===== src/pidfd_pkg.sv =====
// Shared types, constants and fixed-point helpers for the filtered-derivative PID block.
package pidfd_pkg;

  localparam int DATA_WIDTH = 32;
  localparam int FRAC_BITS  = 16;
  localparam int DW1        = DATA_WIDTH + 1;
  localparam int DW2        = 2 * DATA_WIDTH;
  localparam int CFG_IDX_W  = 8;

  typedef logic signed [DATA_WIDTH-1:0] word_t;

  localparam word_t WORD_MAX = {1'b0, {(DATA_WIDTH-1){1'b1}}};
  localparam word_t WORD_MIN = {1'b1, {(DATA_WIDTH-1){1'b0}}};

  // Register reset values
  localparam word_t RST_PROP_GAIN   = word_t'(65536);
  localparam word_t RST_INT_COEF    = word_t'(328);
  localparam word_t RST_DERIV_COEF  = word_t'(1192);
  localparam word_t RST_DERIV_DECAY = word_t'(53620);
  localparam word_t RST_OUT_MAX     = word_t'(6553600);
  localparam word_t RST_OUT_MIN     = word_t'(-6553600);
  localparam word_t RST_INTEG_MAX   = word_t'(3276800);
  localparam word_t RST_INTEG_MIN   = word_t'(-3276800);

  typedef enum logic [CFG_IDX_W-1:0] {
    REG_PROP_GAIN   = 8'd0,
    REG_INT_COEF    = 8'd1,
    REG_DERIV_COEF  = 8'd2,
    REG_DERIV_DECAY = 8'd3,
    REG_OUT_MAX     = 8'd4,
    REG_OUT_MIN     = 8'd5,
    REG_INTEG_MAX   = 8'd6,
    REG_INTEG_MIN   = 8'd7
  } cfg_reg_t;

  typedef enum logic [1:0] {
    LIM_NONE = 2'd0,
    LIM_HIGH = 2'd1,
    LIM_LOW  = 2'd2
  } lim_t;

  typedef struct packed {
    word_t prop_gain;
    word_t int_coef;
    word_t deriv_coef;
    word_t deriv_decay;
    word_t out_max;
    word_t out_min;
    word_t integ_max;
    word_t integ_min;
  } cfg_t;

  // Products leaving the front end
  typedef struct packed {
    word_t p;
    word_t iinc;
    word_t dinc;
  } prod_t;

  // Accumulator stage result
  typedef struct packed {
    word_t p;
    word_t integ;
    word_t deriv;
    logic  ilim;
  } acc_t;

  typedef struct packed {
    word_t val;
    logic  hi;
    logic  lo;
  } clamp_t;

  function automatic word_t sat_add(input word_t a, input word_t b);
    logic signed [DW1-1:0] s;
    s = DW1'(a) + DW1'(b);
    if (s[DW1-1] != s[DW1-2]) begin
      return s[DW1-1] ? WORD_MIN : WORD_MAX;
    end
    return s[DATA_WIDTH-1:0];
  endfunction

  function automatic word_t sat_sub(input word_t a, input word_t b);
    logic signed [DW1-1:0] s;
    s = DW1'(a) - DW1'(b);
    if (s[DW1-1] != s[DW1-2]) begin
      return s[DW1-1] ? WORD_MIN : WORD_MAX;
    end
    return s[DATA_WIDTH-1:0];
  endfunction

  // Full product, floor shift by the fraction bits, saturate
  function automatic word_t fmul(input word_t a, input word_t b);
    logic signed [DW2-1:0] prod;
    logic signed [DW2-1:0] sh;
    prod = DW2'(a) * DW2'(b);
    sh   = prod >>> FRAC_BITS;
    if (!sh[DW2-1] && (|sh[DW2-2:DATA_WIDTH-1])) begin
      return WORD_MAX;
    end
    if (sh[DW2-1] && !(&sh[DW2-2:DATA_WIDTH-1])) begin
      return WORD_MIN;
    end
    return sh[DATA_WIDTH-1:0];
  endfunction

  // Upper limit is tested first; with crossed limits only values above it take it
  function automatic clamp_t clamp(input word_t v, input word_t hi, input word_t lo);
    clamp_t c;
    c.val = v;
    c.hi  = 1'b0;
    c.lo  = 1'b0;
    if (v > hi) begin
      c.val = hi;
      c.hi  = 1'b1;
    end else if (v < lo) begin
      c.val = lo;
      c.lo  = 1'b1;
    end
    return c;
  endfunction

endpackage


===== src/pidfd_cfg.sv =====
// Coefficient and limit register file with its write port.
module pidfd_cfg (
  input  logic                                 clk,
  input  logic                                 rst_n,
  input  logic                                 cfg_valid,
  output logic                                 cfg_ready,
  input  logic [pidfd_pkg::CFG_IDX_W-1:0]      cfg_index,
  input  pidfd_pkg::word_t                     cfg_wdata,
  output pidfd_pkg::cfg_t                      cfg
);
  import pidfd_pkg::*;

  cfg_t cfg_r;

  assign cfg_ready = 1'b1;
  assign cfg       = cfg_r;

  always_ff @(posedge clk) begin
    if (!rst_n) begin
      cfg_r.prop_gain   <= RST_PROP_GAIN;
      cfg_r.int_coef    <= RST_INT_COEF;
      cfg_r.deriv_coef  <= RST_DERIV_COEF;
      cfg_r.deriv_decay <= RST_DERIV_DECAY;
      cfg_r.out_max     <= RST_OUT_MAX;
      cfg_r.out_min     <= RST_OUT_MIN;
      cfg_r.integ_max   <= RST_INTEG_MAX;
      cfg_r.integ_min   <= RST_INTEG_MIN;
    end else if (cfg_valid && cfg_ready) begin
      // drop writes to unmapped indexes
      unique case (cfg_index)
        REG_PROP_GAIN:   cfg_r.prop_gain   <= cfg_wdata;
        REG_INT_COEF:    cfg_r.int_coef    <= cfg_wdata;
        REG_DERIV_COEF:  cfg_r.deriv_coef  <= cfg_wdata;
        REG_DERIV_DECAY: cfg_r.deriv_decay <= cfg_wdata;
        REG_OUT_MAX:     cfg_r.out_max     <= cfg_wdata;
        REG_OUT_MIN:     cfg_r.out_min     <= cfg_wdata;
        REG_INTEG_MAX:   cfg_r.integ_max   <= cfg_wdata;
        REG_INTEG_MIN:   cfg_r.integ_min   <= cfg_wdata;
        default: ;
      endcase
    end
  end

endmodule


===== config.mk =====
export PLATFORM = sky130hd
export DESIGN_NAME = pidfd_cfg
export DESIGN_NICKNAME = d
export VERILOG_FILES = /design/src/pidfd_pkg.sv /design/src/pidfd_cfg.sv
export SDC_FILE = /design/constraint.sdc
export NUM_CORES = 1
export LEC_CHECK = 0
export ABC_AREA = 1
export ABC_CLOCK_PERIOD_IN_PS = 1700
export BUFFER_PORTS_ARGS = -buffer_cell sky130_fd_sc_hd__buf_4
export CAP_MARGIN = 10
export CORE_ASPECT_RATIO = 0.75
export CORE_UTILIZATION = 52
export DETAILED_ROUTE_END_ITERATION = 6
export PLACE_DENSITY = 0.8
export SYNTH_ARGS = -nofsm -noshare
export SYNTH_HDL_FRONTEND = slang
export SYNTH_SLANG_ARGS = --single-unit

===== constraint.sdc =====
create_clock -name clk -period 1.7 [get_ports clk]
set_clock_uncertainty 0.05 [all_clocks]
set_input_delay 0.34 -clock clk [delete_from_list [all_inputs] [get_ports clk]]
set_output_delay 0.34 -clock clk [all_outputs]
set_load 0.02 [all_outputs]

# After elaboration in Yosys (flattened, before gate mapping)
# Index checks and enable logic that the tools add are counted.
# totals
register_bits	256
latch_bits	0
mem_bits_rw	0
mem_bits_ro	0
input_bits	43
out_inout_bits	257
wordCells	24
n_memories	0
# op_classes
addsub	0
mul	0
div_mod_pow	0
n_lt_le_gt_ge	0
n_eq_ne	7
n_shift	0
n_mux	0
bitwise_logic	0
reduce_logical	9
# ops
operator	count
$eq A8 B3 Y1 const B	4
$eq A8 B2 Y1 const B	2
$reduce_and A2 Y1	8
$eq A8 B1 Y1 const B	1
$logic_not A8 Y1	1

# Logic depth before layout (Yosys ltp)
# logic_depth
word_depth	2
depth_mapped	8
depth_no_buf	6

# Least setup slack after synthesis
# No wires, ideal clock.
# synth_path
path_kind	input to register
start	input port cfg_index[7] (netlist bit)
end	register cfg_r, in the netlist cfg[83]
setup_time_ns	0.134
t_arrival_ns	1.216
required_ns	1.516
slack_ns	0.301
cell_stages	8
path_buffers	2
cell_sequence	nor2_1 > nand2_1 > nor2_1 > buf_2 > nand2_1 > buf_2 > nand2_1 > nand3_1
# synth_between
elab_chain_len	2
# synth_rtl
element	line_no	source
from (decl)	pidfd_cfg.sv:7	input logic [pidfd_pkg::CFG_IDX_W-1:0] cfg_index,
$eq A8 B3 Y1	pidfd_cfg.sv:30	unique case (cfg_index)
$reduce_and A2 Y1 (no line)	n/a	
to (decl)	pidfd_cfg.sv:13	cfg_t cfg_r;
# Every way passes these cells.
# A chain may end at the register's enable or synchronous reset.

# Worst setup path after layout
# layout_path
start	register cfg_r, in the netlist cfg[159]
end	output port cfg[159] (netlist bit)
# layout_rtl
element	line_no	source
to (decl)	pidfd_cfg.sv:9	output pidfd_pkg::cfg_t cfg
# No word-level cell between the ends.

==> flow_metrics.tcl <==
set metrics [dict create \
    die_area_um2 20300 \
    cellPowerDensity_nw_per_um2 904 \
    num_io_pins 300 \
    clock_path_buffers 3 \
    required_ns 1.31 \
    syn_area_um2 10200 \
    finalWirelength_um 34400 \
    crit_chain "buf_4" \
    yosysTopAreaCellShare_pct 50.0 \
    path_class "flip-flop to output pin" \
    insertion_delay_ns 0.51 \
    setup_tns_ns 0 \
    n_fill_cell 1556 \
    vias_per_cell 5.57 \
    drtAntennaViolNets 0 \
    grtUsageMet3_pct 9.12 \
    seq_area_frac_synth_pct 50.0 \
    cts_sinks 256 \
    most-common-layout-cells "buf_4 (322), nand3_1 (305), nand2_1 (266)" \
    cp_num_buf_inv 1 \
    synthDistinctLibCells 14 \
    h-tree-depth 1 \
    rsz0062_at_grt "false" \
    hp-class "primary input to flip-flop" \
    area.growth.synth_to_final_pct 35.1 \
    syn_avg_cell_area_um2 7.21 \
    slowest_stage "dfxtp_1" \
    yosys_register_bits 256 \
    antenna_found_initial 1 \
    tightest_slew_ns 0.606 \
    cts_setup_buffers 0 \
    die_x_um 164 \
    yosys-top-cells-area "dfxtp_1 (50%), nand3_1 (15%), a21oi_1 (10%)" \
    drt_iter0_markers 1263 \
    dp.cells 1895 \
    hold_buffers 0 \
    place.gp.congestion 0.852 \
    dr.pass1.iters 7 \
    worst-path-max-fanout 2 \
    slew_headroom_pct 59.6 \
    period_needed_ns 1.47 \
    slew_violations 0 \
    crit_arrival_ns 1.08 \
    cts_buffers 25 \
    cts-resized-gates 0 \
    dp_hpwl_um 22800 \
    start_kind "flip-flop" \
    fmax_mhz 678 \
    final_hold_viol_count 0 \
    finalSetupViolations 0 \
    power.leakage_uw 0.00628 \
    grtUsageTotal_pct 32.8 \
    grt_first_pass_wirelength_um 51000 \
    ys_warn_count 0 \
    wl_per_cell_um 17.7 \
    rows 44 \
    grt_use_met2_pct 49.3 \
    status "completed" \
    cp_top_family "flip-flops" \
    grt_pass1_vias 9252 \
    root_buffer "clkbuf_16" \
    grt.busiest_layer "met2" \
    synth_cells 1421 \
    mostFrequentLayoutCell "buf_4" \
    core-area_um2 19300 \
    synth_top_area_cell "dfxtp_1" \
    largest_register_ffs 256 \
    syn-num-nets 1464 \
    drive_gt1_share_pct 23.9 \
    die_h_um 124 \
    fin_cells 1941 \
    clk_pin_slew_worst_paths_ns 0.07 \
    cts_tree "built" \
    via_count 10810 \
    use_met1_pct 44.3 \
    fin_crit_sh_pct 86.7 \
    grt_max_degree 95 \
    drc 0 \
    start_util_pct 53.0 \
    port_buffers 298 \
    cp-end-kind "output pin" \
    maxCapViolCount 0 \
    slowest_delay_ns 0.40 \
    nNetsFinal 1712 \
    grt_overflow 0 \
    ir_worst_vdd_uv 644 \
]
-- Yosys cell counts, drive strengths merged --
master	number
conb	1
a21oi	209
nand3	305
dfxtp	256
nor2	216
nand2	266
buf	69
inv	37
clkbuf	62
-- worst min-delay path, stage by stage --
cell and delay (ns):
buf_4 0.09, nand3_1 0.06, nand3_1 0.07
-- metal layers --
metal	routed length, µm	up-vias
li1	-	5179
met1	14100	5009
met2	15300	554
met3	3910	68
met4	1050	0
met5	0	-
-- final timing paths --
path / cells past startpoint / endpoint / slack, ns / from
hold / removal: 3 / cfg[240] / 0.03 / cfg_wdata[16]
setup reg to reg: 2 / cfg[111] / 0.93 / cfg[111]
setup / recovery: 1 / cfg[159] / 0.23 / cfg[159]
hold reg to reg: 2 / cfg[25] / 0.41 / cfg[25]
-- power by group --
part	internal (µW)	leakage [µW]	switching (µW)
combinational	251	0.00380	616
sequential	6010	0.00206	8.50
clock	3260	0.000421	2370
-- through the flow --
step                hold slack (ns)  power [µW]  cell area [µm²]  setup slack, ns  util [%]
floorplan                     0.444        6610            10200            0.301         -
global placement              0.389        6990            13000           0.0665      67.4
detailed placement            0.394        7000            13000           0.0402      67.4
CTS                          0.0170       12500            13800            0.230      71.6
global route                 0.0349       12800            13800            0.212      71.6
finish                       0.0254       12500            13800            0.226      71.6
-- cell type report --
class | instances | area (µm²) | share of cell area (%)
Clock inverter | 12 | 110 | 0.795
Sequential cell | 256 | 5120 | 37.0
Multi-Input combinational cell | 997 | 4420 | 31.9
Clock buffer | 33 | 716 | 5.17
Tap cell | 253 | 317 | 2.29
Inverter | 37 | 140 | 1.01
Antenna cell | 1 | 2.50 | 0.0181
Timing Repair Buffer | 352 | 3010 | 21.8
-- cell families after synthesis --
group	after synthesis	synth area share [%]
simple gates	787	32.7
other cells	1	0.0366
compound gates	209	10.2
flops	256	50.0
buf+inv	168	7.03
No activity file was read; power rests on OpenSTA's default activity.
