**src/pidfd_pkg.sv**
```systemverilog
// Shared types, constants and fixed-point helpers for the filtered-derivative PID block.
package pidfd_pkg;

  localparam int DATA_WIDTH = 32;
  localparam int FRAC_BITS  = 16;
  localparam int DW1        = DATA_WIDTH + 1;
  localparam int DW2        = 2 * DATA_WIDTH;
  localparam int CFG_IDX_W  = 8;

  typedef logic signed [DATA_WIDTH-1:0] word_t;

  localparam word_t WORD_MAX = {1'b0, {(DATA_WIDTH-1){1'b1}}};
  localparam word_t WORD_MIN = {1'b1, {(DATA_WIDTH-1){1'b0}}};

  // Register reset values
  localparam word_t RST_PROP_GAIN   = word_t'(65536);
  localparam word_t RST_INT_COEF    = word_t'(328);
  localparam word_t RST_DERIV_COEF  = word_t'(1192);
  localparam word_t RST_DERIV_DECAY = word_t'(53620);
  localparam word_t RST_OUT_MAX     = word_t'(6553600);
  localparam word_t RST_OUT_MIN     = word_t'(-6553600);
  localparam word_t RST_INTEG_MAX   = word_t'(3276800);
  localparam word_t RST_INTEG_MIN   = word_t'(-3276800);

  typedef enum logic [CFG_IDX_W-1:0] {
    REG_PROP_GAIN   = 8'd0,
    REG_INT_COEF    = 8'd1,
    REG_DERIV_COEF  = 8'd2,
    REG_DERIV_DECAY = 8'd3,
    REG_OUT_MAX     = 8'd4,
    REG_OUT_MIN     = 8'd5,
    REG_INTEG_MAX   = 8'd6,
    REG_INTEG_MIN   = 8'd7
  } cfg_reg_t;

  typedef enum logic [1:0] {
    LIM_NONE = 2'd0,
    LIM_HIGH = 2'd1,
    LIM_LOW  = 2'd2
  } lim_t;

  typedef struct packed {
    word_t prop_gain;
    word_t int_coef;
    word_t deriv_coef;
    word_t deriv_decay;
    word_t out_max;
    word_t out_min;
    word_t integ_max;
    word_t integ_min;
  } cfg_t;

  // Products leaving the front end
  typedef struct packed {
    word_t p;
    word_t iinc;
    word_t dinc;
  } prod_t;

  // Accumulator stage result
  typedef struct packed {
    word_t p;
    word_t integ;
    word_t deriv;
    logic  ilim;
  } acc_t;

  typedef struct packed {
    word_t val;
    logic  hi;
    logic  lo;
  } clamp_t;

  function automatic word_t sat_add(input word_t a, input word_t b);
    logic signed [DW1-1:0] s;
    s = DW1'(a) + DW1'(b);
    if (s[DW1-1] != s[DW1-2]) begin
      return s[DW1-1] ? WORD_MIN : WORD_MAX;
    end
    return s[DATA_WIDTH-1:0];
  endfunction

  function automatic word_t sat_sub(input word_t a, input word_t b);
    logic signed [DW1-1:0] s;
    s = DW1'(a) - DW1'(b);
    if (s[DW1-1] != s[DW1-2]) begin
      return s[DW1-1] ? WORD_MIN : WORD_MAX;
    end
    return s[DATA_WIDTH-1:0];
  endfunction

  // Full product, floor shift by the fraction bits, saturate
  function automatic word_t fmul(input word_t a, input word_t b);
    logic signed [DW2-1:0] prod;
    logic signed [DW2-1:0] sh;
    prod = DW2'(a) * DW2'(b);
    sh   = prod >>> FRAC_BITS;
    if (!sh[DW2-1] && (|sh[DW2-2:DATA_WIDTH-1])) begin
      return WORD_MAX;
    end
    if (sh[DW2-1] && !(&sh[DW2-2:DATA_WIDTH-1])) begin
      return WORD_MIN;
    end
    return sh[DATA_WIDTH-1:0];
  endfunction

  // Upper limit is tested first; with crossed limits only values above it take it
  function automatic clamp_t clamp(input word_t v, input word_t hi, input word_t lo);
    clamp_t c;
    c.val = v;
    c.hi  = 1'b0;
    c.lo  = 1'b0;
    if (v > hi) begin
      c.val = hi;
      c.hi  = 1'b1;
    end else if (v < lo) begin
      c.val = lo;
      c.lo  = 1'b1;
    end
    return c;
  endfunction

endpackage

```
**src/pidfd_loop.sv**
```systemverilog
// Integrator with anti-windup clamp and the first-order derivative filter state.
module pidfd_loop (
  input  logic              clk,
  input  logic              rst_n,
  input  pidfd_pkg::cfg_t   cfg,
  input  logic              prod_valid,
  output logic              prod_ready,
  input  pidfd_pkg::prod_t  prod,
  output logic              acc_valid,
  input  logic              acc_ready,
  output pidfd_pkg::acc_t   acc
);
  import pidfd_pkg::*;

  logic   v4_r;
  logic   ready4;
  word_t  integ_acc_r, deriv_acc_r, p_r;
  logic   ilim_r;
  clamp_t integ_c;
  word_t  deriv_nxt;

  assign ready4     = !v4_r || acc_ready;
  assign prod_ready = ready4;

  assign integ_c   = clamp(sat_add(integ_acc_r, prod.iinc), cfg.integ_max, cfg.integ_min);
  assign deriv_nxt = sat_sub(fmul(cfg.deriv_decay, deriv_acc_r), prod.dinc);

  assign acc_valid = v4_r;
  assign acc.p     = p_r;
  assign acc.integ = integ_acc_r;
  assign acc.deriv = deriv_acc_r;
  assign acc.ilim  = ilim_r;

  always_ff @(posedge clk) begin
    if (!rst_n) begin
      v4_r        <= 1'b0;
      integ_acc_r <= '0;
      deriv_acc_r <= '0;
    end else begin
      if (ready4) v4_r <= prod_valid;
      if (prod_valid && ready4) begin
        integ_acc_r <= integ_c.val;
        deriv_acc_r <= deriv_nxt;
      end
    end
  end

  always_ff @(posedge clk) begin
    if (prod_valid && ready4) begin
      p_r    <= prod.p;
      ilim_r <= integ_c.hi | integ_c.lo;
    end
  end

endmodule

```
**config.mk**
```make
export PLATFORM = sky130hd
export DESIGN_NAME = pidfd_loop
export DESIGN_NICKNAME = d
export VERILOG_FILES = /design/src/pidfd_pkg.sv /design/src/pidfd_loop.sv
export SDC_FILE = /design/constraint.sdc
export NUM_CORES = 2
export LEC_CHECK = 0
export BUFFER_PORTS_ARGS = -buffer_cell sky130_fd_sc_hd__buf_2
export CORE_ASPECT_RATIO = 0.6
export CORE_MARGIN = 2
export CORE_UTILIZATION = 68
export CTS_BUF_LIST = sky130_fd_sc_hd__clkbuf_2
export CTS_CLUSTER_DIAMETER = 40
export DETAILED_ROUTE_END_ITERATION = 8
export GPL_TIMING_DRIVEN = 0
export PLACE_DENSITY_LB_ADDON = 0.08
export SETUP_SLACK_MARGIN = 0.2
export SLEW_MARGIN = 15
export SYNTH_ARGS = -nofsm -noshare
export SYNTH_HDL_FRONTEND = slang
export SYNTH_SLANG_ARGS = --single-unit
```
**constraint.sdc**
```tcl
create_clock -name clk -period 31.9 [get_ports clk]
set_input_delay 3.19 -clock clk [delete_from_list [all_inputs] [get_ports clk]]
set_output_delay 3.19 -clock clk [all_outputs]
set_load 0.01 [all_outputs]
```
# Word level (Yosys, flattened, before mapping)
# Index checks and enable logic that the tools add are counted.
# word_totals
elab_cells	42
ff_bits	98
inputBits	356
out_inout_bits	99
# classes
reduce_logical	9
n_addsub	2
order_cmp	2
n_bitwise	1
n_eq_ne	2
multipliers	1
mux	20
# op_table
op	count
32-bit 2-to-1 mux	12
32-bit by 32-bit multiplier with 64-bit output	1
32-bit by 32-bit adder with 33-bit output	1
32-bit by 32-bit subtractor with 33-bit output	1
32-bit > comparator	1
32-bit less-than comparator	1
17-bit AND reduction	1
17-bit OR reduction	1
1-bit 2-to-1 mux	8
1-bit logical AND	3
1-bit zero test	3
1-bit inequality test	2
1-bit logical OR	1
1-bit OR	1

# Logic depth before layout (Yosys ltp)
# depth
word_depth	12
ltp_mapped	47

# Least setup slack after synthesis
# No wires, ideal clock.
# synth_path
kind	input port to flip-flop
start	input port cfg[159] in the netlist's numbering
end	register deriv_acc_r[22]
setup_time_ns	0.187
arrival_time_ns	15.000
required_ns	31.713
path_stages	44
setup_slack_ns	16.713
path_buffers	3
cell_sequence	clkbuf_1 nand2_1 inv_1 fa_1 inv_1 fa_1 inv_1 fa_1 inv_1 fa_1 inv_1 fa_1 fa_1 inv_1 fa_1 fa_1 inv_1 ha_1 (+8 left out) or4_4 o31ai_4 buf_6 a21o_1 ha_1 nor2b_1 o31a_1 o21ai_1 a41oi_1 a41oi_1 a211oi_1 o311ai_1 nand3b_1 a2111o_1 o21ai_1 clkbuf_1 maj3_1 a21oi_1
# synth_via
elab_chain_len	12
# synth_rtl
item	line	source
from (decl)	pidfd_loop.sv:5	input pidfd_pkg::cfg_t cfg,
32-bit by 32-bit multiplier with 64-bit output *	pidfd_pkg.sv:96	prod = DW2'(a) * DW2'(b);
17-bit AND reduction	pidfd_pkg.sv:101	if (sh[DW2-1] && !(&sh[DW2-2:DATA_WIDTH-1])) begin
1-bit zero test	pidfd_pkg.sv:101	
1-bit logical AND	pidfd_pkg.sv:101	
1-bit 2-to-1 mux (2 in a row)	pidfd_pkg.sv:101	
32-bit 2-to-1 mux	pidfd_pkg.sv:104	return sh[DATA_WIDTH-1:0];
32-bit 2-to-1 mux *	pidfd_pkg.sv:101	
32-bit by 32-bit subtractor with 33-bit output *	pidfd_pkg.sv:85	s = DW1'(a) - DW1'(b);
32-bit 2-to-1 mux / 1-bit inequality test (equally long branches)	pidfd_pkg.sv:87, pidfd_pkg.sv:86	
32-bit 2-to-1 mux / 1-bit 2-to-1 mux (equally long branches)	pidfd_pkg.sv:86	if (s[DW1-1] != s[DW1-2]) begin
32-bit 2-to-1 mux *	pidfd_pkg.sv:89	return s[DATA_WIDTH-1:0];
to (signal assigned)	pidfd_loop.sv:43	deriv_acc_r <= deriv_nxt;
to (decl)	pidfd_loop.sv:17	word_t integ_acc_r, deriv_acc_r, p_r;
# Every way passes the cells marked *; elsewhere a longest branch is shown, timed or not. The select of a mux whose other input is x is not followed.
# A chain may end at the register's enable or synchronous reset.

# Worst setup path in the final report
# layout_path
start	input port cfg[159] in the netlist's numbering
end	register deriv_acc_r[18]
# Same word-level chain as after synthesis.

==> results.toml <==
[detailed_routing]
vias_per_cell = 6.195
wirelength_um = 170300
first_pass_iters = 8
routedWlPerCell_um = 27.59
antenna_left = 0
drc = 0
drt_iter0_drc = 5425
via_count = 38242

[global_route]
met1_usage_pct = 72.61
antenna_found_initial = 19
grt_use_met2_pct = 60.67
grt_start_max_net_pins = 34
grt_usage_pct = 51.68
grt_first_pass_wirelength_um = 251700
busiest_layer = "met1"
grt_use_met3_pct = 38.33
grt_pass1_vias = 37890
globalRouteOverflowTotal = 0

[sta]
worstMarginPinSlew_ps = 1244
hold_viol = 0
period_minus_slack_ps = 17630
rsz0062_at_grt = "no"
tns_ps = 0
slew-limit-headroom_pct = 16.97
final.setup_skew_ps = 54.11
setup_violations = 0
fmax_mhz = 56.72
final_max_slew_viol_count = 0
timing.final.crit_share_pct = 55.27

[placement]
place_congestion = 1.103
dp_hpwl_um = 147200
port-buffer-count = 293

[logic_synthesis]
synthesis.nets = 6703
yosysSeqAreaShare_pct = 5.075
ys_seq_elements = 98
synth_top_family_by_area = "adder cells"
synth_common_cells = "1083 x fa_1, 1051 x inv_1, 573 x nand2_1"
ys.flop_type = "dfxtp_1"
synth_adder_area_share_pct = 56.98
ys_async_sr_fraction_pct = 0
synth_compound_area_share_pct = 8.759
synth_top_area_share_pct = 48.00
synth_edf_count = 33
synthTopCellsByArea = "fa_1 48%, inv_1 8.7%, ha_1 8.6%, and2_1 7.1%, nand2_1 4.8%"
ys_warn_count = 0
yosys.cell_count.top_type = "fa_1"
synth_top_area_cell = "fa_1"
synth-simple-area-share_pct = 15.39
syn_area_sq_um = 45170
synth_xor_area_share_pct = 2.247
synthMuxAreaShare_pct = 0.5817
synth_cell_types = 86
syn_avg_cell_area_sq_um = 9.116
synthCells = 4955

[clocking]
cts_max_level = 3
post_cts_resized = 0
clockRootBuffer = "clkbuf_2"
cts_buffers = 9
hold_buffers = 0
clkTransAtPathRegs_ps = 350
cts_buffer_depth = 2
insertion_delay_ps = 720
postCtsSetupBuffers = 0
cts_tree = "built"
cts.sinks = 98

[floorplanning]
ios = 455
die_y_um = 203.6
dieArea_sq_um = 68570
initial_core_util_pct = 68.49
core_sq_um = 65950
num_rows = 73
die_w_um = 336.7

[setup_path]
cpPeakStageDelay_ps = 890
critPathKind = "input pin to flip-flop"
worst-r2r-setup-slack_ps = 15860
required_ps = 32480
critPathLaunchType = "input pin"
crit_arrival_ps = 18210
path_max_fanout = 10
crit_top_cell = "fa_1"
r2r_start = "deriv_acc_r[6]"
worst_path_max_delay_cell = "fa_1"
end_kind = "flip-flop"
reg2reg_to = "deriv_acc_r[18]"
reg2reg_depth = 44

[final_layout]
drive_above_1_share_pct = 6.838
area_growth_pct = 6.078
final_nets = 7008
final_util_pct = 72.66

[run_status]
status = "completed"

[run]
maxCapViolations = 0

[min_path]
hold_class = "flip-flop to flip-flop"
hp-start = "integ_acc_r[16]"
whs_path_depth = 2
min_to = "integ_acc_r[16]"
## how the worst max path moves through the flow
stage	cells after the start	slack (ps)	from	endpoint
detailed placement	43	13940	cfg[159]	deriv_acc_r[30]
global placement	43	13930	cfg[159]	deriv_acc_r[30]
floorplan	44	16710	cfg[159]	deriv_acc_r[22]
global route	46	13850	cfg[159]	deriv_acc_r[23]
CTS	43	14660	cfg[159]	deriv_acc_r[18]
finish	45	14270	cfg[159]	deriv_acc_r[18]
## cell type report
type                            instances  area (sq um)
Antenna cell                            8         20.02
Sequential cell                        98          2292
Multi-Input combinational cell       3547         37940
Clock buffer                           10         50.05
Inverter                             1051          3945
Buffer                                259          1011
Clock inverter                          6         47.55
Fill cell                            5131         18030
Tap cell                              900          1126
Timing Repair Buffer                  294          1486
## worst max-delay path, delay by kind of cell
| kind | cells | cell delay (ps) |
|---|---|---|
| adders and majority gates | 11 | 5470 |
| buffers and inverters | 11 | 3070 |
| AOI/OAI and AO/OA | 18 | 4780 |
| and+or+nand+nor | 5 | 1660 |
## placed cells by master (no fill, tap or decap), types with 6 or more instances in the layout
cell type / n
fa_1: 1082
inv_1: 1051
nand2_1: 573
and2_1: 516
ha_1: 309
buf_2: 302
clkbuf_1: 244
a21oi_1: 162
o21ai_0: 131
a21o_1: 105
nor2_1: 80
xnor2_1: 79
dfxtp_1: 65
nor3_1: 50
nand3_1: 41
a211oi_1: 39
xor2_1: 35
edfxtp_1: 33
nand4_1: 32
o21bai_1: 26
o21a_1: 24
mux2i_1: 24
nand2b_1: 19
o211ai_1: 19
maj3_1: 19
o21ai_1: 14
nor2b_1: 12
or2_2: 12
clkbuf_2: 11
or3_1: 11
diode_2: 8
and3_1: 8
o31ai_1: 8
nor4_1: 7
a311oi_1: 7
a31oi_1: 6
a211o_1: 6
## metrics by stage
stage	cell area [sq um]	hold WS, ps	std cells	setup WS, ps
after detailed placement	47790	580.8	6149	13940
after global placement	47760	577.8	6148	13930
after floorplan	45170	573.5	4955	16710
after CTS	47890	608.4	6165	14660
after global routing	47900	622.6	6169	13850
final	47910	614.5	6173	14270
## cell families after synthesis
kind of cell / after synthesis
AO/OA/AOI/OAI: 612
buffers and inverters: 1310
XOR/XNOR: 115
AND/OR/NAND/NOR: 1383
flip-flops: 98
multiplexers: 26
adder cells (fa/ha/maj): 1411
## flip-flops by register name, indices dropped and copies added, names as in the netlist
name and flops:
deriv_acc_r 32, integ_acc_r 32, p_r 32, acc_valid 1, ilim_r 1
## routing by layer
layer / vias up / part of all wire (%)
li1: 15673 / -
met4: 28 / 3.3
met5: - / 0.65
met1: 18677 / 38
met3: 475 / 23
met2: 3389 / 35
Power is not shown: default switching activity piles up to over one toggle a cycle in this logic, so the estimate is an artifact.
