$ cat config.mk
export PLATFORM = sky130hd
export DESIGN_NAME = pidfd_mix
export DESIGN_NICKNAME = d
export VERILOG_FILES = /design/src/pidfd_pkg.sv /design/src/pidfd_mix.sv
export SDC_FILE = /design/constraint.sdc
export NUM_CORES = 1
export LEC_CHECK = 0
export CAP_MARGIN = 30
export CORE_AREA = 3 3 151 153
export CTS_CLUSTER_DIAMETER = 40
export DETAILED_ROUTE_END_ITERATION = 8
export DIE_AREA = 0 0 154 156
export DONT_BUFFER_PORTS = 1
export GPL_ROUTABILITY_DRIVEN = 0
export GPL_TIMING_DRIVEN = 0
export SYNTH_ARGS = -nofsm -noshare
export SYNTH_HDL_FRONTEND = slang
export SYNTH_SLANG_ARGS = --single-unit
export TNS_END_PERCENT = 5
$ cat constraint.sdc
create_clock -name clk -period 9 [get_ports clk]
set_input_delay 0.45 -clock clk [delete_from_list [all_inputs] [get_ports clk]]
set_output_delay 0.45 -clock clk [all_outputs]
set_load 0.01 [all_outputs]
$ cat src/pidfd_pkg.sv
// Shared types, constants and fixed-point helpers for the filtered-derivative PID block.
package pidfd_pkg;

  localparam int DATA_WIDTH = 32;
  localparam int FRAC_BITS  = 16;
  localparam int DW1        = DATA_WIDTH + 1;
  localparam int DW2        = 2 * DATA_WIDTH;
  localparam int CFG_IDX_W  = 8;

  typedef logic signed [DATA_WIDTH-1:0] word_t;

  localparam word_t WORD_MAX = {1'b0, {(DATA_WIDTH-1){1'b1}}};
  localparam word_t WORD_MIN = {1'b1, {(DATA_WIDTH-1){1'b0}}};

  // Register reset values
  localparam word_t RST_PROP_GAIN   = word_t'(65536);
  localparam word_t RST_INT_COEF    = word_t'(328);
  localparam word_t RST_DERIV_COEF  = word_t'(1192);
  localparam word_t RST_DERIV_DECAY = word_t'(53620);
  localparam word_t RST_OUT_MAX     = word_t'(6553600);
  localparam word_t RST_OUT_MIN     = word_t'(-6553600);
  localparam word_t RST_INTEG_MAX   = word_t'(3276800);
  localparam word_t RST_INTEG_MIN   = word_t'(-3276800);

  typedef enum logic [CFG_IDX_W-1:0] {
    REG_PROP_GAIN   = 8'd0,
    REG_INT_COEF    = 8'd1,
    REG_DERIV_COEF  = 8'd2,
    REG_DERIV_DECAY = 8'd3,
    REG_OUT_MAX     = 8'd4,
    REG_OUT_MIN     = 8'd5,
    REG_INTEG_MAX   = 8'd6,
    REG_INTEG_MIN   = 8'd7
  } cfg_reg_t;

  typedef enum logic [1:0] {
    LIM_NONE = 2'd0,
    LIM_HIGH = 2'd1,
    LIM_LOW  = 2'd2
  } lim_t;

  typedef struct packed {
    word_t prop_gain;
    word_t int_coef;
    word_t deriv_coef;
    word_t deriv_decay;
    word_t out_max;
    word_t out_min;
    word_t integ_max;
    word_t integ_min;
  } cfg_t;

  // Products leaving the front end
  typedef struct packed {
    word_t p;
    word_t iinc;
    word_t dinc;
  } prod_t;

  // Accumulator stage result
  typedef struct packed {
    word_t p;
    word_t integ;
    word_t deriv;
    logic  ilim;
  } acc_t;

  typedef struct packed {
    word_t val;
    logic  hi;
    logic  lo;
  } clamp_t;

  function automatic word_t sat_add(input word_t a, input word_t b);
    logic signed [DW1-1:0] s;
    s = DW1'(a) + DW1'(b);
    if (s[DW1-1] != s[DW1-2]) begin
      return s[DW1-1] ? WORD_MIN : WORD_MAX;
    end
    return s[DATA_WIDTH-1:0];
  endfunction

  function automatic word_t sat_sub(input word_t a, input word_t b);
    logic signed [DW1-1:0] s;
    s = DW1'(a) - DW1'(b);
    if (s[DW1-1] != s[DW1-2]) begin
      return s[DW1-1] ? WORD_MIN : WORD_MAX;
    end
    return s[DATA_WIDTH-1:0];
  endfunction

  // Full product, floor shift by the fraction bits, saturate
  function automatic word_t fmul(input word_t a, input word_t b);
    logic signed [DW2-1:0] prod;
    logic signed [DW2-1:0] sh;
    prod = DW2'(a) * DW2'(b);
    sh   = prod >>> FRAC_BITS;
    if (!sh[DW2-1] && (|sh[DW2-2:DATA_WIDTH-1])) begin
      return WORD_MAX;
    end
    if (sh[DW2-1] && !(&sh[DW2-2:DATA_WIDTH-1])) begin
      return WORD_MIN;
    end
    return sh[DATA_WIDTH-1:0];
  endfunction

  // Upper limit is tested first; with crossed limits only values above it take it
  function automatic clamp_t clamp(input word_t v, input word_t hi, input word_t lo);
    clamp_t c;
    c.val = v;
    c.hi  = 1'b0;
    c.lo  = 1'b0;
    if (v > hi) begin
      c.val = hi;
      c.hi  = 1'b1;
    end else if (v < lo) begin
      c.val = lo;
      c.lo  = 1'b1;
    end
    return c;
  endfunction

endpackage

$ cat src/pidfd_mix.sv
// Term summation, output clamp and the result register.
module pidfd_mix (
  input  logic                clk,
  input  logic                rst_n,
  input  pidfd_pkg::cfg_t     cfg,
  input  logic                acc_valid,
  output logic                acc_ready,
  input  pidfd_pkg::acc_t     acc,
  output logic                out_valid,
  input  logic                out_stall,
  output pidfd_pkg::word_t    out_drive,
  output logic [1:0]          out_drive_limited,
  output logic                out_integ_limited
);
  import pidfd_pkg::*;

  logic   v5_r, out_valid_r;
  logic   ready5, ready6;
  word_t  pi_sum_r, deriv_r;
  logic   ilim5_r;
  word_t  drive_r;
  lim_t   dlim_r;
  logic   ilim_r;
  clamp_t drive_c;
  lim_t   dlim_nxt;

  assign ready6    = !out_valid_r || !out_stall;
  assign ready5    = !v5_r || ready6;
  assign acc_ready = ready5;

  assign drive_c = clamp(sat_add(pi_sum_r, deriv_r), cfg.out_max, cfg.out_min);

  always_comb begin
    dlim_nxt = LIM_NONE;
    if (drive_c.hi) begin
      dlim_nxt = LIM_HIGH;
    end else if (drive_c.lo) begin
      dlim_nxt = LIM_LOW;
    end
  end

  always_ff @(posedge clk) begin
    if (!rst_n) begin
      v5_r        <= 1'b0;
      out_valid_r <= 1'b0;
    end else begin
      if (ready5) v5_r <= acc_valid;
      if (ready6) out_valid_r <= v5_r;
    end
  end

  always_ff @(posedge clk) begin
    if (acc_valid && ready5) begin
      pi_sum_r <= sat_add(acc.p, acc.integ);
      deriv_r  <= acc.deriv;
      ilim5_r  <= acc.ilim;
    end
    if (v5_r && ready6) begin
      drive_r <= drive_c.val;
      dlim_r  <= dlim_nxt;
      ilim_r  <= ilim5_r;
    end
  end

  assign out_valid         = out_valid_r;
  assign out_drive         = drive_r;
  assign out_drive_limited = dlim_r;
  assign out_integ_limited = ilim_r;

endmodule

Word level (Yosys, flattened, before mapping)
Index checks and enable logic that the tools add are counted.
{ "word_totals": {"output_inout_bits": 37, "word_cells": 36, "reg_bits": 102, "in_bits": 357} }
{ "op_classes": {"eq_ne": 2, "addsub": 2, "n_reduce_logical": 7, "n_lt_le_gt_ge": 2, "mux": 15} }
{ "op_table": {"columns": ["operator", "count"], "rows": [
  ["2-to-1 mux 32 bit", 8],
  ["adder 32 x 32 -> 33 bit", 2],
  ["greater-than comparator 32 bit", 1],
  ["< comparator 32 bit", 1],
  ["2-to-1 mux 1 bit", 6],
  ["zero test 1 bit", 3],
  ["logical AND 1 bit", 2],
  ["logical OR 1 bit", 2],
  ["2-to-1 mux 2 bit", 1],
  ["!= test 1 bit", 2]
]} }

Logic depth before layout (Yosys ltp)
Gate-level depths: netlist of the first run.
{ "depth": {"word_depth": 8, "mapped_depth": 33, "ltp_nobuf": 30} }

Least setup slack after synthesis of the first run
No wires, ideal clock.
{ "synth_path": {"kind": "register -> register", "start": "reg pi_sum_r[16]", "end": "reg drive_r[27], in the netlist out_drive[27] (data pin)", "path_slack_ps": 2542, "synth_period_minus_slack_ps": 6458, "stages_incl_launch_ff": 33, "setup_ps": 278, "required_ps": 8722, "arrival_time_ps": 6180, "path_buffers": 4, "path_cell_list": "edfxtp_1 > ha_1 > a21o_1 > a21oi_1 > nor2b_1 > a311oi_1 > o31ai_4 > a2111oi_4 > o31ai_1 > a21oi_1 > xnor2_1 > ha_1 > clkbuf_1 > inv_1 > nor2_1 > mux2i_1 > inv_1 > a31oi_1 > buf_2 > o311a_1 > nand3_1 > ha_1 > nand4_1 > nor2_1 > and3_1 > a221o_1 > o21bai_1 > o21ba_2 > or2_2 > buf_2 > buf_1 > nand3_1 > o221ai_1"} }
{ "synth_rtl": {"columns": ["element", "line", "source"], "rows": [
  ["from (decl)", "pidfd_mix.sv:19", "word_t pi_sum_r, deriv_r;"],
  ["from (signal assigned)", "pidfd_mix.sv:54", "pi_sum_r <= sat_add(acc.p, acc.integ);"],
  ["to (signal assigned)", "pidfd_mix.sv:59", "drive_r <= drive_c.val;"],
  ["to (decl)", "pidfd_mix.sv:21", "word_t drive_r;"]
]} }

==> impl_metrics.json, run 1 <==
{
  "cts_buffers": 9,
  "fmax_ghz": 0.1231,
  "ys_types": 84,
  "yosysSeqAreaShare_pct": 31.65,
  "grt_overflow": 0,
  "postCtsSetupBuffers": 0,
  "syn_area_sq_mm": 0.009615,
  "grt_use_total_pct": 21.19,
  "synth_warnings": 0,
  "syn_nets": 1489,
  "fin_cells": 1301,
  "crit_family": "compound AO/OA/AOI/OAI gates",
  "outcome": "finished clean",
  "cp.depth": 31,
  "detail_route.first_pass.iterations": 4,
  "drt_iter0_markers": 427,
  "setup_tns_ps": 0,
  "maxSlewViolCount": 0,
  "synth_flop_cell": "edfxtp_1",
  "whs_path_depth": 0,
  "layout_commonest_cell": "ha_1",
  "hold_viol": 0,
  "worst-path-buf-inv": 6,
  "regArea_sq_mm": 0.003043,
  "path_common_cell": "ha_1",
  "coreArea_sq_mm": 0.02169,
  "syn2layout_area_growth_pct": 7.170,
  "grt_start_max_net_pins": 66,
  "finalSetupViolations": 0,
  "multi_input_area_sq_mm": 0.006047,
  "final_antenna_net_count": 0,
  "path_max_fanout": 10,
  "postCtsHoldBufs": 0,
  "cp_slowest_cell": "or4_1",
  "fin_skew_ps": 11.04,
  "drcViolationCount": 0,
  "drt_wl_total_mm": 25.73,
  "cts_tree": "built",
  "path_class": "reg -> reg",
  "fin_crit_sh_pct": 90.27,
  "rr_worst_depth": 31,
  "htreeDepth": 3,
  "clock_sinks": 102,
  "chipWidth_um": 154,
  "num_rows": 54,
  "slew_headroom_pct": 30.03,
  "rsz0062_at_grt": "false",
  "synthArstFlopShare_pct": 0,
  "crit_path_max_incr_delay_ps": 630,
  "clk_path_buf_depth": 2,
  "worst_slack_ps": 875.7,
  "layout-drive-gt1-share_pct": 10.12,
  "initial_core_util_pct": 44.33,
  "fp.dieH_um": 156,
  "clk_pin_slew_ps": 80,
  "worstHoldPathType": "in -> reg",
  "avgSynthCellArea_sq_um": 9.606,
  "fillers": 2082,
  "worst-endpoint-required_ps": 9150,
  "placed_cells": 1282,
  "wl_per_cell_um": 19.78,
  "arrival_ps": 8280,
  "vias": 7570,
  "p_total_w": 0.002942,
  "die_area_sq_mm": 0.02402,
  "cts.root.buffer_cell": "clkbuf_16",
  "boundaryPins": 394,
  "clkLatencyLatePin_ps": 370,
  "p_per_area_mw_per_mm2": 285.5,
  "final_cell_mix": "ha_1, edfxtp_1, inv_1, a21oi_1, a21o_1",
  "dpl.hpwl_mm": 21.33,
  "ctsResizeCount": 0,
  "start_kind": "flop",
  "port_buffers": 0,
  "tightest_slew_ps": 1036,
  "netlist_instances": 1001,
  "ir_worst_vdd_mv": 0.1307,
  "antenna_found_initial": 9,
  "leakage_nw": 4.449,
  "critical_path.endpoint_type": "flop",
  "grt_pass1_vias": 7374,
  "grt_pass1_wl_mm": 39.97,
  "fin_nets": 1501,
  "dpl_worst_slack_ps": 976.7,
  "maxCapViolCount": 0,
  "synth_edf_count": 100,
  "synth-seq-cells": 102,
  "viasPerCell": 5.819,
  "timing.final.crit_period_ps": 8124
}
-- power by group --
| group | internal (W) | switching, W | leakage [nW] |
|---|---|---|---|
| sequential | 0.000662 | 0.0000659 | 0.977 |
| clock | 0.000194 | 0.000197 | 0.144 |
| combinational | 0.000692 | 0.00113 | 3.33 |
| total | 0.00155 | 0.00139 | 4.45 |
-- logic make-up (layout without fill, tap and decap cells) --
kind of cell,after synthesis,count (layout),share of synthesized area (%)
and+or+nand+nor,245,245,13.23
other,0,3,0
AOI/OAI and AO/OA,306,306,23.40
buffers and inverters,130,147,5.608
DFF,102,102,31.65
adders and majority gates,162,162,20.83
muxes,7,7,0.7417
xor gates and xnor gates,49,49,4.541
-- through the flow --
step,area [sq um],utilization (%),hold slack (ps)
finish,10300,47.51,174.3
global route,10300,47.51,156.0
CTS,10300,47.48,161.2
detailed placement,10010,46.14,430.8
global placement,9966,45.95,400.5
floorplan,9615,-,400.3
-- cells in the mapped netlist, types with 4 or more instances --
library cell / instances / area, sq um
a221o_1: 4 / 40.04
xnor2_1: 28 / 245.2
edfxtp_1: 100 / 3003
buf_4: 4 / 30.03
nand3_1: 53 / 265.3
a211oi_1: 8 / 60.06
o21ai_0: 39 / 195.2
or2_2: 9 / 56.30
o211ai_1: 26 / 195.2
nand2b_1: 8 / 50.05
inv_1: 93 / 349.1
ha_1: 129 / 1614
nor3_1: 13 / 65.06
clkbuf_1: 17 / 63.81
a211o_1: 5 / 43.79
a21o_1: 56 / 420.4
o311ai_0: 4 / 35.03
o21a_1: 15 / 112.6
o221ai_1: 6 / 52.55
and2_1: 13 / 81.33
nor2b_1: 10 / 62.56
mux2i_1: 6 / 60.06
a311oi_1: 5 / 43.79
o31ai_1: 12 / 90.09
a31oi_1: 10 / 62.56
maj3_2: 31 / 349.1
xor2_1: 20 / 175.2
buf_2: 11 / 55.05
or4_1: 4 / 30.03
and3_1: 11 / 68.82
nor2_1: 33 / 123.9
nand2_1: 54 / 202.7
and4_1: 5 / 43.79
nand4_1: 20 / 125.1
o21bai_1: 7 / 52.55
a21oi_1: 56 / 280.3
-- cell type report --
class,instances,share of cell area [%]
multi-input cells,769,58.68
flip-flops and latches,102,29.53
inverters,94,3.424
well taps,280,3.400
clock buffers,9,2.186
plain buffers,36,1.809
clock inverters,7,0.6314
repair buffers,1,0.2671
diodes,3,0.07285
-- flip-flops by register name, indices dropped and copies added, names as in the netlist --
signal             cells
deriv_r               32
ilim5_r                1
out_drive             32
out_drive_limited      2
out_integ_limited      1
out_valid              1
pi_sum_r              32
v5_r                   1
-- worst paths after layout --
kind	slack [ps]	endpoint	startpoint
max	880	out_drive[8]	pi_sum_r[16]
min	170	deriv_r[1]	acc[2]
max reg2reg	880	out_drive[8]	pi_sum_r[16]
min reg2reg	440	out_integ_limited	ilim5_r
-- per-layer routing --
metal,global-route usage [%],vias up,share of wire (%)
li1,-,3832,-
met1,27.77,3430,44
met2,32.65,266,43
met3,9.320,30,12
met4,4.584,12,1.1
met5,0,-,0.24
(Power assumes the default switching activity.)
==> run 2: changes to the inputs <==
--- a/config.mk
+++ b/config.mk
@@ -6,10 +6,10 @@
 export NUM_CORES = 1
 export LEC_CHECK = 0
 export CAP_MARGIN = 30
-export CORE_AREA = 3 3 151 153
+export CORE_AREA = 3 3 153 155
 export CTS_CLUSTER_DIAMETER = 40
 export DETAILED_ROUTE_END_ITERATION = 8
-export DIE_AREA = 0 0 154 156
+export DIE_AREA = 0 0 156 158
 export DONT_BUFFER_PORTS = 1
 export GPL_ROUTABILITY_DRIVEN = 0
 export GPL_TIMING_DRIVEN = 0
==> impl_metrics.json, run 2 (synthesis results as in run 1) <==
{
  "worst-endpoint-required_ps": 9050,
  "maxCapViolCount": 0,
  "critical_path.endpoint_type": "flop",
  "clk_path_buf_depth": 2,
  "p_sw_share_pct": 46.63,
  "grt_pass1_vias": 7300,
  "final_cell_mix": "ha_1, edfxtp_1, inv_1, a21oi_1, a21o_1",
  "clkLatencyLatePin_ps": 360,
  "fin_skew_ps": 15.31,
  "pwr-share-comb_pct": 61.3,
  "pwr-share-seq_pct": 24.6,
  "detail_route.first_pass.iterations": 5,
  "num_rows": 54,
  "maxSlewViolCount": 0,
  "fin_crit_sh_pct": 90.05,
  "arrival_ps": 8160,
  "boundaryPins": 394,
  "path_common_cell": "ha_1",
  "clk_pin_slew_ps": 80,
  "holdWs_ps": 180.7,
  "die_area_sq_mm": 0.02465,
  "drcViolationCount": 0,
  "chipWidth_um": 156,
  "start_kind": "flop",
  "rsz0062_at_grt": "false",
  "ir_worst_vdd_mv": 0.1447,
  "vias": 7491,
  "antenna_found_initial": 7,
  "p_clk_share_pct": 14.1,
  "port_buffers": 0,
  "crit_path_max_incr_delay_ps": 620,
  "clock_sinks": 102,
  "path_max_fanout": 10,
  "final_antenna_net_count": 0,
  "worstHoldPathType": "in -> reg",
  "wl_per_cell_um": 19.62,
  "postCtsSetupBuffers": 0,
  "n_antenna_cell": 0,
  "initial_core_util_pct": 43.79,
  "cts_buffers": 9,
  "tightest_slew_ps": 1002,
  "cp_slowest_cell": "or4_1",
  "syn2layout_area_growth_pct": 7.534,
  "grt_pass1_wl_mm": 39.34,
  "timing.final.crit_period_ps": 8104,
  "ctsResizeCount": 0,
  "layout_commonest_cell": "ha_1",
  "outcome": "finished clean",
  "p_int_w": 0.001578,
  "htreeDepth": 3,
  "drt_wl_total_mm": 25.49,
  "p_per_area_mw_per_mm2": 286.0,
  "fmax_ghz": 0.1234,
  "dpl.hpwl_mm": 21.28,
  "p_switching_w": 0.001379,
  "coreArea_sq_mm": 0.02196,
  "grt_start_max_net_pins": 38,
  "cts.root.buffer_cell": "clkbuf_16",
  "grt_use_total_pct": 20.37,
  "drt_iter0_markers": 350,
  "grt_overflow": 0,
  "path_class": "reg -> reg",
  "fin_nets": 1502,
  "placed_cells": 1283,
  "slew_headroom_pct": 32.36,
  "leakage_nw": 4.468,
  "final_util_pct": 47.09,
  "worst_slack_ps": 895.7,
  "finalSetupViolations": 0,
  "hold_viol": 0,
  "fin_cells": 1299,
  "cts_tree": "built",
  "setup_tns_ps": 0,
  "fp.dieH_um": 158,
  "viasPerCell": 5.767,
  "dpl_worst_slack_ps": 1025,
  "postCtsHoldBufs": 0,
  "layout-drive-gt1-share_pct": 10.21
}
[run 2: changes by cell type in the layout (fill, tap and decap cells not counted)]
cell / delta
inv_8: +1
and2_4: -1
clkinv_4: -1
buf_12: +1
inv_6: -1
diode_2: -3
bufinv_16: +1
and2_2: +1
[run 2: worst max-delay path: cells and delay by family (launching register included)]
kind,cells,cell delay [ps]
xor+xnor,1,160
mux,1,150
simple gates,8,1630
flops,1,390
buf+inv,6,1510
fa+ha+maj,3,1050
compound gates,11,2880
[run 2: power by group through the flow]
stage                     clock network, W  logic (W)  registers [W]
after global routing              0.000442    0.00204       0.000738
after detailed placement                 0    0.00179       0.000738
after floorplan                          0    0.00133       0.000711
final                             0.000418    0.00181       0.000727
after global placement                   0    0.00177       0.000740
after CTS                         0.000428    0.00180       0.000729
[run 2: metal layers]
metal / up-vias / wire length, um / GRT usage, %
met5: - / 92 / 0
met4: 14 / 226 / 3.616
met3: 24 / 2708 / 7.627
met2: 237 / 10880 / 31.73
met1: 3375 / 11580 / 27.48
li1: 3841 / - / -
[run 2: final timing paths]
path / start / to / slack [ps] / cells after the start
min: acc[2] / deriv_r[1] / 180 / 0
max: pi_sum_r[16] / out_drive[27] / 900 / 30
max reg2reg: pi_sum_r[16] / out_drive[27] / 900 / 30
min reg2reg: ilim5_r / out_integ_limited / 430 / 0
[run 2: cell type report]
cell class,instances,area [sq um]
well taps,280,350.3
plain buffers,36,186.4
inverters,94,352.8
repair buffers,2,47.55
multi-input cells,769,6046
fillers,2075,11620
clock buffers,9,225.2
clock inverters,7,88.84
flip-flops and latches,102,3043
[run 2: through the flow]
step	power (W)	instance area [sq um]
final	0.002957	10340
after global routing	0.003219	10340
after CTS	0.002959	10340
after detailed placement	0.002528	10030
after global placement	0.002510	9966
after floorplan	0.002039	9615
==> run 3: changes to the inputs <==
--- a/config.mk
+++ b/config.mk
@@ -7,12 +7,13 @@
 export LEC_CHECK = 0
 export CAP_MARGIN = 30
 export CORE_AREA = 3 3 153 155
-export CTS_CLUSTER_DIAMETER = 40
+export CTS_CLUSTER_DIAMETER = 100
 export DETAILED_ROUTE_END_ITERATION = 8
 export DIE_AREA = 0 0 156 158
 export DONT_BUFFER_PORTS = 1
 export GPL_ROUTABILITY_DRIVEN = 0
 export GPL_TIMING_DRIVEN = 0
+export RECOVER_POWER = 100
 export SYNTH_ARGS = -nofsm -noshare
 export SYNTH_HDL_FRONTEND = slang
 export SYNTH_SLANG_ARGS = --single-unit
==> impl_metrics.json, run 3 (synthesis results as in run 1) <==
{
  "outcome": "finished with violations",
  "violations": "capacitance limit, slew limit",
  "num_rows": 54,
  "final_antenna_net_count": 0,
  "dpl_worst_slack_ps": 1025,
  "maxCapViolCount": 3,
  "grt_pass1_vias": 7300,
  "grt_overflow": 0,
  "rr_worst_depth": 31,
  "crit_family": "compound AO/OA/AOI/OAI gates",
  "p_per_area_mw_per_mm2": 287.3,
  "initial_core_util_pct": 43.79,
  "ir_worst_vdd_mv": 0.1420,
  "path_class": "reg -> reg",
  "multi_input_area_sq_mm": 0.005982,
  "arrival_ps": 8270,
  "viasPerCell": 5.771,
  "worst_slack_ps": 774.6,
  "cts_tree": "built",
  "fp.dieH_um": 158,
  "placed_cells": 1283,
  "rsz0062_at_grt": "false",
  "layout_commonest_cell": "ha_1",
  "timing.final.crit_period_ps": 8225,
  "regArea_sq_mm": 0.003043,
  "holdWs_ps": 181.7,
  "clk_path_buf_depth": 2,
  "critical_path.endpoint_type": "flop",
  "worst-path-buf-inv": 7,
  "hold_viol": 0,
  "fin_crit_sh_pct": 91.39,
  "detail_route.first_pass.iterations": 5,
  "die_area_sq_mm": 0.02465,
  "drt_wl_total_mm": 25.56,
  "antenna_found_initial": 7,
  "htreeDepth": 3,
  "final_cell_mix": "ha_1, edfxtp_1, inv_1, a21oi_1, a21o_1",
  "p_total_w": 0.002938,
  "setup_tns_ps": 0,
  "slew_headroom_pct": -25.09,
  "clock_sinks": 102,
  "crit_path_max_incr_delay_ps": 620,
  "clkLatencyLatePin_ps": 360,
  "rrSetupSlack_ps": 770,
  "fillers": 2110,
  "postCtsHoldBufs": 0,
  "cts_buffers": 9,
  "ctsResizeCount": 0,
  "drcViolationCount": 0,
  "cp_slowest_cell": "or4_1",
  "vias": 7497,
  "dpl.hpwl_mm": 21.28,
  "leakage_nw": 4.411,
  "boundaryPins": 394,
  "worst-endpoint-required_ps": 9050,
  "cts.root.buffer_cell": "clkbuf_16",
  "fin_nets": 1502,
  "path_max_fanout": 10,
  "maxSlewViolCount": 80,
  "coreArea_sq_mm": 0.02196,
  "r2r_end": "out_drive[27]",
  "grt_start_max_net_pins": 38,
  "tightest_slew_ps": 1876,
  "layout-drive-gt1-share_pct": 6.281,
  "fin_cells": 1299,
  "r2r_start": "pi_sum_r[16]",
  "chipWidth_um": 156,
  "worstHoldPathType": "in -> reg",
  "fin_skew_ps": 15.39,
  "start_kind": "flop",
  "hold_end": "deriv_r[1]",
  "drt_iter0_markers": 361,
  "finalSetupViolations": 0,
  "clk_pin_slew_ps": 80,
  "postCtsSetupBuffers": 0,
  "syn2layout_area_growth_pct": 6.337,
  "whs_path_depth": 0,
  "port_buffers": 0,
  "grt_use_total_pct": 20.37,
  "min_from": "acc[2]",
  "fmax_ghz": 0.1216,
  "wl_per_cell_um": 19.67,
  "grt_pass1_wl_mm": 39.34,
  "n_antenna_cell": 0
}
## run 3: cell types whose count changed in the layout (fill, tap and decap cells not counted), moves of 2 or more
cell and change:
buf_2 -3, buf_4 -2, clkbuf_1 +8, maj3_1 +27, maj3_2 -27, o311ai_0 +2, o311ai_1 -2
## run 3: power by group
part	total, W	internal (W)	switching (W)	leakage (nW)
registers	0.000728	0.000663	0.0000650	0.977
clock network	0.000417	0.000223	0.000194	0.155
logic	0.00179	0.000677	0.00112	3.28
total	0.00294	0.00156	0.00138	4.41
## run 3: per-layer routing
layer	share of wire, %	routed length, um	up-vias	global-route usage (%)
met5	0.36	92	-	0
met4	0.88	226	14	3.616
met3	10	2556	24	7.627
met2	43	10870	235	31.73
met1	46	11820	3393	27.48
li1	-	-	3831	-
## run 3: through the flow
| stage | cell area, sq um | utilization, % |
|---|---|---|
| 2_1_floorplan | 9615 | - |
| 3_3_place_gp | 9966 | 45.38 |
| 3_5_place_dp | 10030 | 45.66 |
| 4_1_cts | 10340 | 47.09 |
| 5_1_grt | 10220 | 46.56 |
| 6_report | 10220 | 46.56 |
## run 3: final cells by class
cell class                 instances  area share [%]
multi-input combinational        769           58.50
clock buffer                       9           2.203
tap                              280           3.426
buffer                            36           1.713
sequential                       102           29.76
timing repair buffer               2         0.07342
inverter                          94           3.451
clock inverter                     7          0.8688
## run 3: worst max path at each step
stage,cells after the start,slack (ps),to,startpoint
floorplan,32,2540,out_drive[27],pi_sum_r[16]
global placement,30,1020,out_drive[27],pi_sum_r[16]
detailed placement,30,1020,out_drive[27],pi_sum_r[16]
CTS,30,960,out_drive[27],pi_sum_r[16]
global route,31,240,out_drive[27],pi_sum_r[16]
finish,31,770,out_drive[27],pi_sum_r[16]
## run 3: worst reg2reg max path, delay by kind of cell, from the launching register on
kind	cells	cell delay, ps
buf+inv	7	1930
simple gates	9	1810
flops	1	390
compound gates	10	2540
mux	1	150
xor+xnor	1	160
fa+ha+maj	3	960
